===== src/design/smm_pkg.sv =====
// Shared types, constants and float helpers for the sparse matrix multiply block.
`timescale 1ns / 1ps
package smm_pkg;

   localparam int MAX_COLUMNS_DEF    = 64;
   localparam int MAX_B_ROWS_DEF     = 64;
   localparam int MAX_B_NONZEROS_DEF = 1024;

   localparam int OP_W    = 3;
   localparam int ADDR_W  = 10;
   localparam int PTR_W   = 11;
   localparam int COL_W   = 6;
   localparam int VAL_W   = 32;
   localparam int ROW_W   = 16;
   localparam int TOTAL_W = 23;
   localparam int CSR_W   = 7;

   localparam logic [OP_W-1:0] OP_LOAD_PTR = 3'd0;
   localparam logic [OP_W-1:0] OP_LOAD_NZ  = 3'd1;
   localparam logic [OP_W-1:0] OP_A_NZ     = 3'd2;
   localparam logic [OP_W-1:0] OP_ROW_END  = 3'd3;
   localparam logic [OP_W-1:0] OP_NEW      = 3'd4;

   localparam logic [CSR_W-1:0]   COLUMN_COUNT_RESET = 7'd64;
   localparam logic [ROW_W-1:0]   ROW_SAT            = 16'hFFFF;
   localparam logic [TOTAL_W:0]   TOTAL_SAT          = 24'h7FFFFF;
   localparam logic [VAL_W-1:0]   FP_DEFAULT_NAN     = 32'hFFC00000;
   localparam logic [VAL_W-1:0]   FP_QUIET_BIT       = 32'h00400000;

   // Cycles between the operand read and the registered multiply-add result.
   localparam logic [2:0] FP_WAIT = 3'd6;

   typedef enum logic [3:0] {
      ST_IDLE,
      ST_RP_START,
      ST_RP_END,
      ST_SET_END,
      ST_WALK,
      ST_BCHK,
      ST_CALC,
      ST_WRITE,
      ST_ROW_BEGIN,
      ST_SCAN,
      ST_EMIT,
      ST_EMPTY,
      ST_ROW_DONE
   } ctrl_state_type;

   typedef struct packed {
      logic cap;
      logic wr_rp;
      logic wr_b;
      logic new_prod;
      logic rd_rp;
      logic rp_sel;
      logic set_p;
      logic set_end;
      logic rd_b;
      logic inc_p;
      logic rd_sum;
      logic wr_sum;
      logic commit_total;
      logic scan_rst;
      logic inc_k;
      logic rd_scan;
      logic emit;
      logic emit_empty;
      logic clear_row;
   } cmd_type;

   typedef struct packed {
      logic [OP_W-1:0] op;
      logic            row_ok;
      logic            p_done;
      logic            col_ok;
      logic            occ_k;
      logic            occ_none;
      logic            is_last;
   } status_type;

   function automatic logic [5:0] fp_lzc48(input logic [47:0] v);
      logic [5:0] n;
      n = 6'd0;
      for (int i = 0; i < 48; i++) begin
         if (v[i]) begin
            n = 6'(47 - i);
         end
      end
      return n;
   endfunction

   // Rounds a normalised significand (leading one at bit 47) to nearest even.
   function automatic logic [31:0] fp_round_pack(input logic sign,
                                                 input logic signed [11:0] exp,
                                                 input logic [47:0] sig);
      logic [95:0] shifted;
      logic [47:0] work;
      logic [6:0]  amt;
      logic [7:0]  e8;
      logic        lost;
      logic        g;
      logic        st;
      logic [30:0] base;
      logic [30:0] rounded;
      shifted = '0;
      work    = sig;
      amt     = 7'd0;
      e8      = 8'd0;
      lost    = 1'b0;
      if (exp >= 12'sd255) begin
         return {sign, 8'hFF, 23'd0};
      end
      if (exp >= 12'sd1) begin
         e8 = exp[7:0];
      end else begin
         if (exp < -12'sd61) begin
            amt = 7'd63;
         end else begin
            amt = 7'(12'sd1 - exp);
         end
         shifted = {sig, 48'd0} >> amt;
         work    = shifted[95:48];
         lost    = |shifted[47:0];
      end
      g       = work[23];
      st      = (|work[22:0]) | lost;
      base    = {e8, work[46:24]};
      rounded = base + 31'(g & (st | work[24]));
      return {sign, rounded};
   endfunction

endpackage


===== src/design/smm_ctrl.sv =====
// Controller state machine for the sparse matrix multiply block.
`timescale 1ns / 1ps
module smm_ctrl (
   input  logic                clock,
   input  logic                reset,
   input  logic                start,
   output logic                busy,
   input  smm_pkg::status_type status,
   output smm_pkg::cmd_type    cmd
);

   smm_pkg::ctrl_state_type state_ff, state_in;
   logic [2:0] wait_ff, wait_in;
   logic       accept;

   assign accept = start && (state_ff == smm_pkg::ST_IDLE);
   assign busy   = (state_ff != smm_pkg::ST_IDLE);

   always_ff @(posedge clock) begin
      if (reset) begin
         state_ff <= smm_pkg::ST_IDLE;
         wait_ff  <= 3'd0;
      end else begin
         state_ff <= state_in;
         wait_ff  <= wait_in;
      end
   end

   always_comb begin
      state_in = state_ff;
      wait_in  = wait_ff;
      case (state_ff)
         smm_pkg::ST_IDLE: begin
            if (accept) begin
               if (status.op == smm_pkg::OP_A_NZ && status.row_ok) begin
                  state_in = smm_pkg::ST_RP_START;
               end else if (status.op == smm_pkg::OP_ROW_END) begin
                  state_in = smm_pkg::ST_ROW_BEGIN;
               end
            end
         end
         smm_pkg::ST_RP_START: state_in = smm_pkg::ST_RP_END;
         smm_pkg::ST_RP_END:   state_in = smm_pkg::ST_SET_END;
         smm_pkg::ST_SET_END:  state_in = smm_pkg::ST_WALK;
         smm_pkg::ST_WALK: begin
            state_in = status.p_done ? smm_pkg::ST_IDLE : smm_pkg::ST_BCHK;
         end
         smm_pkg::ST_BCHK: begin
            wait_in = 3'd0;
            state_in = status.col_ok ? smm_pkg::ST_CALC : smm_pkg::ST_WALK;
         end
         smm_pkg::ST_CALC: begin
            wait_in = wait_ff + 3'd1;
            if (wait_ff == smm_pkg::FP_WAIT - 3'd1) begin
               state_in = smm_pkg::ST_WRITE;
            end
         end
         smm_pkg::ST_WRITE: state_in = smm_pkg::ST_WALK;
         smm_pkg::ST_ROW_BEGIN: begin
            state_in = status.occ_none ? smm_pkg::ST_EMPTY : smm_pkg::ST_SCAN;
         end
         smm_pkg::ST_SCAN: begin
            if (status.occ_k) begin
               state_in = smm_pkg::ST_EMIT;
            end
         end
         smm_pkg::ST_EMIT: begin
            state_in = status.is_last ? smm_pkg::ST_ROW_DONE : smm_pkg::ST_SCAN;
         end
         smm_pkg::ST_EMPTY:    state_in = smm_pkg::ST_ROW_DONE;
         smm_pkg::ST_ROW_DONE: state_in = smm_pkg::ST_IDLE;
         default:              state_in = smm_pkg::ST_IDLE;
      endcase
   end

   always_comb begin
      cmd = '0;
      case (state_ff)
         smm_pkg::ST_IDLE: begin
            if (accept) begin
               cmd.cap      = 1'b1;
               cmd.wr_rp    = (status.op == smm_pkg::OP_LOAD_PTR);
               cmd.wr_b     = (status.op == smm_pkg::OP_LOAD_NZ);
               cmd.new_prod = (status.op == smm_pkg::OP_NEW);
            end
         end
         smm_pkg::ST_RP_START: cmd.rd_rp = 1'b1;
         smm_pkg::ST_RP_END: begin
            cmd.rd_rp  = 1'b1;
            cmd.rp_sel = 1'b1;
            cmd.set_p  = 1'b1;
         end
         smm_pkg::ST_SET_END: cmd.set_end = 1'b1;
         smm_pkg::ST_WALK: cmd.rd_b = !status.p_done;
         smm_pkg::ST_BCHK: begin
            cmd.rd_sum = status.col_ok;
            cmd.inc_p  = !status.col_ok;
         end
         smm_pkg::ST_CALC: cmd = '0;
         smm_pkg::ST_WRITE: begin
            cmd.wr_sum = 1'b1;
            cmd.inc_p  = 1'b1;
         end
         smm_pkg::ST_ROW_BEGIN: begin
            cmd.commit_total = 1'b1;
            cmd.scan_rst     = 1'b1;
         end
         smm_pkg::ST_SCAN: begin
            cmd.rd_scan = status.occ_k;
            cmd.inc_k   = !status.occ_k;
         end
         smm_pkg::ST_EMIT:     cmd.emit = 1'b1;
         smm_pkg::ST_EMPTY:    cmd.emit_empty = 1'b1;
         smm_pkg::ST_ROW_DONE: cmd.clear_row = 1'b1;
         default:              cmd = '0;
      endcase
   end

endmodule


===== config.mk =====
export PLATFORM = sky130hd
export DESIGN_NAME = smm_ctrl
export DESIGN_NICKNAME = d
export VERILOG_FILES = /design/src/design/smm_pkg.sv /design/src/design/smm_ctrl.sv
export SDC_FILE = /design/constraint.sdc
export NUM_CORES = 1
export LEC_CHECK = 0
export ABC_AREA = 0
export BUFFER_PORTS_ARGS = -buffer_cell sky130_fd_sc_hd__buf_2
export CORE_MARGIN = 5
export CORE_UTILIZATION = 43
export CTS_BUF_LIST = sky130_fd_sc_hd__clkbuf_4
export CTS_CLUSTER_SIZE = 25
export DETAILED_ROUTE_END_ITERATION = 8
export PLACE_DENSITY = 0.89
export RECOVER_POWER = 25
export SKIP_LAST_GASP = 1
export SLEW_MARGIN = 10
export SYNTH_ARGS = -nofsm -noshare
export SYNTH_HDL_FRONTEND = slang
export SYNTH_SLANG_ARGS = --single-unit

===== constraint.sdc =====
create_clock -name clock -period 1.4 [get_ports clock]
set_input_delay 0.28 -clock clock [delete_from_list [all_inputs] [get_ports clock]]
set_output_delay 0.28 -clock clock [all_outputs]
set_load 0.1 [all_outputs]

==> impl_metrics.py, run 1 <==
metrics = {
    "outcome": {
        "status": "stopped before the end",
        "stop_stage": "5_1_grt",
        "error_line": "[ERROR DPL-0038] Utilization greater than 100%, impossible to legalize",
    },
    "synth": {
        "synth_top_family_by_area": "simple AND/OR/NAND/NOR gates",
        "ys_ff_latch": 7,
        "synth_compound_area_share_pct": 23.6,
        "post-synth-top-area-fraction_pct": 19.1,
        "synthesis.area_um2": 732,
        "synthSimpleGateAreaFrac_pct": 40.9,
        "syn_inst": 98,
        "yosysTopAreaCell": "dfxtp_1",
        "synth.distinct_cells": 40,
        "ys_warn_count": 0,
        "synth_area_leaders": "dfxtp_1, nor2_1, a21oi_1, nor3_1, ha_1",
        "ys_seq_area_share_pct": 19.1,
        "synth-xor-area-share_pct": 1.20,
        "syn-num-nets": 112,
        "synth_adder_area_share_pct": 3.42,
        "synth.area.mux_share_pct": 1.37,
        "syn_area_per_cell_um2": 7.47,
    },
    "cts": {
        "cts_hold_buf": 0,
        "h-tree-depth": 1,
        "cts_buffers": 3,
        "clockRootBuffer": "clkbuf_4",
        "max-clock-path-buffers": 2,
        "cts.sinks": 7,
    },
    "floorplanning": {
        "ios": 32,
        "fp.dieH_um": 51.3,
        "start_util_pct": 43.8,
        "num_rows": 15,
        "chipWidth_um": 51.3,
    },
    "timing": {
        "worstEpCategory": "output port",
        "crit_endpoint": "cmd[16]",
    },
    "global_route": {
        "grt_max_degree": 13,
    },
    "placed_design": {
        "place_area_um2": 1460,
        "port_buffers": 31,
        "dp_hpwl_um": 2200,
        "gp_congestion": 0.845,
    },
}
[synthesized netlist by cell type (all sizes together)]
cell	count
clkbuf	1
o32ai	1
o21ai	4
inv	4
and4	1
a21oi	11
mux2i	1
a211o	1
xnor2	1
nor3	9
nor4	2
o221ai	1
nand3	1
ha	2
nand2b	5
or4	1
and3	1
a2bb2oi	2
a22oi	1
nand2	6
a21o	1
nor2b	2
o31ai	1
a22o	1
nand3b	1
o21a	1
dfxtp	7
buf	8
nor2	16
and2	1
nor3b	3
[kinds of logic after synthesis]
family | count (synthesis)
AOI/OAI and AO/OA | 25
xor gates and xnor gates | 1
adders and majority gates | 2
buffers and inverters | 13
DFF | 7
muxes | 1
and+or+nand+nor | 49
[repair_timing]
| action | 4_1_cts |
|---|---|
| resized for setup | 21 |
| pin swaps | 9 |
| setup endpoints to repair | 25 |
| gates cloned | 0 |
| hold endpoints to repair | 0 |
| setup buffers | 6 |
[through the flow]
step	utilization, %	setup WS, ns	hold WS (ns)	setup TNS (ns)	cells
after floorplan	-	-0.974	0.339	-9.55	98
after global placement	87.3	-0.184	0.514	-1.55	158
after detailed placement	87.3	-0.256	0.543	-2.42	158
after CTS	95.4	-0.512	0.272	-6.94	167
==> run 2, diff against run 1 <==
- CORE_AREA: not set -> 5 5 66 68
- CORE_MARGIN: 5 -> not set
- CORE_UTILIZATION: 43 -> not set
- CTS_BUF_LIST: sky130_fd_sc_hd__clkbuf_4 -> not set
- CTS_CLUSTER_SIZE: 25 -> not set
- DIE_AREA: not set -> 0 0 71 73
- PLACE_DENSITY: 0.89 -> not set
- PLACE_DENSITY_LB_ADDON: not set -> 0.15
- clock period: 1.4 -> 1.8 ns (I/O delays scaled with it)
==> run 2 against run 1 <==
The flow now finishes, with violations (negative setup slack). Synthesized area unchanged. Synthesized cell count stayed put.
==> impl_metrics.py, run 2 <==
metrics = {
    "outcome": {
        "status": "finished with violations",
        "violations": "negative setup slack",
    },
    "synth": {
        "synthArstFlopShare_pct": 0,
        "synthesis.area_um2": 732,
        "synth_most_common_cell": "nor2_1",
        "syn_area_per_cell_um2": 7.47,
        "syn_inst": 98,
        "post-synth-top-area-fraction_pct": 19.1,
        "yosysTopAreaCell": "dfxtp_1",
        "synth_edf_count": 0,
        "ys_seq_area_share_pct": 19.1,
        "synth_area_leaders": "dfxtp_1, nor2_1, a21oi_1, nor3_1, ha_1",
        "synth_commonest_cells": "nor2_1, a21oi_1, nor3_1, dfxtp_1, nand2_1",
        "ys_ff_latch": 7,
        "synth.distinct_cells": 40,
        "ys_warn_count": 0,
        "synth_flop_cell": "dfxtp_1",
        "syn-num-nets": 112,
    },
    "setup_path": {
        "startpoint_type": "register",
        "crit_fanout": 3,
        "critPathKind": "reg2out",
        "cp-end-kind": "primary output",
        "critPathArrivalTime_ns": 1.58,
        "cp.required_ns": 1.44,
    },
    "detailed_routing": {
        "routed_wl_um": 2490,
        "antenna_left": 0,
        "drt_first_pass_iters": 4,
        "wl_per_cell_um": 13.2,
        "drcViolationCount": 0,
        "route.detailed.vias_per_inst": 4.53,
        "vias": 851,
        "drt_iter0_drc": 47,
    },
    "final_layout": {
        "largest_register_ffs": 4,
        "insertedDiodeCount": 0,
        "fillCellCount": 390,
        "finalNonFillerCells": 188,
        "drive_gt1_share_pct": 60.9,
        "synthToLayoutAreaGrowth_pct": 109,
        "final_common_cell": "buf_12",
        "max_flop_register": "state_ff",
        "final_cell_mix": "buf_12, buf_2, nor2_1, buf_4, a21oi_1",
        "nets": 153,
        "reg_top3": "state_ff (4), wait_ff (3)",
    },
    "cts": {
        "clk_pin_slew_ns": 0.05,
        "max-clock-path-buffers": 2,
        "cts_hold_buf": 0,
        "cts_buffers": 3,
        "clockRootBuffer": "clkbuf_8",
        "h-tree-depth": 1,
        "cts.sinks": 7,
        "cts_tree": "built",
        "insertion_delay_ns": 0.23,
    },
    "global_route": {
        "antenna_found_initial": 0,
        "track_usage_pct": 10.3,
        "grt_max_degree": 16,
        "grt_pass1_vias": 911,
        "grt_overflow_total": 0,
        "grt_first_pass_wirelength_um": 4320,
    },
    "pwr": {
        "ir_worst_vdd_mv": 0.367,
        "power.leakage_nw": 0.543,
        "switching_share_pct": 37.7,
        "clkPwrFrac_pct": 33.8,
        "combPwrFrac_pct": 40.9,
        "power.density_nw_per_um2": 444,
        "p_sw_mw": 0.256,
        "seq_power_share_pct": 25.2,
        "p_int_mw": 0.424,
    },
    "timing": {
        "max_freq_ghz": 0.516,
        "holdWs_ns": 0.394,
        "tightest_slew_ns": 0.364,
        "finalSetupViolCount": 4,
        "finalCriticalPeriod_ns": 1.94,
        "maxSlewViolCount": 0,
        "slew_headroom_pct": 75.7,
        "hold_viol": 0,
        "finalCritPeriodShare_pct": 108,
        "rsz0062_at_grt": "yes",
        "finalClockSkew_ns": 0.00701,
        "setup_ws_ns": -0.139,
    },
    "floorplanning": {
        "coreArea_um2": 3800,
        "num_rows": 23,
        "ios": 32,
        "chipWidth_um": 71,
        "die_area_um2": 5180,
        "start_util_pct": 19.3,
        "fp.dieH_um": 73,
    },
    "hold_path": {
        "hold_path_class": "in2reg",
    },
    "placed_design": {
        "port_buffers": 31,
        "dp.cells": 182,
        "dp_hpwl_um": 2130,
        "gp_congestion": 0.682,
    },
    "run": {
        "drv_cap": 0,
    },
}
## run 2: cell counts after synthesis
No cell type changed its count.
## run 2: cells by family after synthesis
logic type | count (synthesis) | synth area share, %
AO/OA/AOI/OAI | 25 | 23.6
XOR/XNOR | 1 | 1.20
adder cells (fa/ha/maj) | 2 | 3.42
buffers and inverters | 13 | 10.4
flip-flops | 7 | 19.1
multiplexers | 1 | 1.37
AND/OR/NAND/NOR | 49 | 40.9
## run 2: layout make-up
| cell class | instances | area, µm² | area share (%) |
|---|---|---|---|
| repair buffers | 45 | 581 | 38.0 |
| clock inverters | 1 | 5.00 | 0.327 |
| multi-input cells | 78 | 671 | 43.9 |
| well taps | 50 | 62.6 | 4.09 |
| inverters | 4 | 18.8 | 1.23 |
| flip-flops and latches | 7 | 150 | 9.82 |
| clock buffers | 3 | 41.3 | 2.70 |
## run 2: final timing paths
kind	from	end	slack [ns]	cells past startpoint
max	state_ff[1]	cmd[16]	-0.14	5
min	reset	state_ff[0]	0.39	2
max reg2reg	state_ff[1]	state_ff[0]	0.42	6
min reg2reg	wait_ff[2]	wait_ff[2]	0.53	2
## run 2: repair_timing
item	in CTS	in global routing
resized for setup	12	0
endpoints found under the setup margin	14	10
setup buffers	1	1
pin swaps	4	2
## run 2: per-stage QoR
stage | cell area (µm²) | utilization (%) | setup WS (ns) | power (mW) | TNS, ns
6_report | 1530 | 40.3 | -0.139 | 0.680 | -0.393
5_1_grt | 1530 | 40.3 | -0.196 | 0.707 | -0.652
4_1_cts | 1530 | 40.2 | -0.155 | 0.691 | -0.460
3_5_place_dp | 1440 | 37.8 | 0.0936 | 0.456 | 0
3_3_place_gp | 1440 | 37.8 | 0.123 | 0.455 | 0
2_1_floorplan | 912 | - | -0.654 | 0.356 | -4.13
## run 2: power by group through the flow
stage / registers, mW / logic (mW) / clock network (mW)
6_report: 0.172 / 0.278 / 0.230
5_1_grt: 0.173 / 0.296 / 0.238
4_1_cts: 0.172 / 0.283 / 0.236
3_5_place_dp: 0.176 / 0.280 / 0
3_3_place_gp: 0.175 / 0.279 / 0
2_1_floorplan: 0.171 / 0.185 / 0
## run 2: metal layers
metal	wire length [µm]	vias to the layer above	track usage, %
li1	-	423	-
met1	1060	404	11.7
met2	1280	20	19.3
met3	119	4	2.34
met4	34	0	3.13
met5	0	-	0
## run 2: worst max-delay path: stages (launching register included)
cell and delay [ns]:
dfxtp_2 0.34, nor4_4 0.30, and2_4 0.20, nand2b_4 0.08, nor3b_4 0.22, buf_12 0.20
Note: power is estimated with default switching activity, not from simulation.
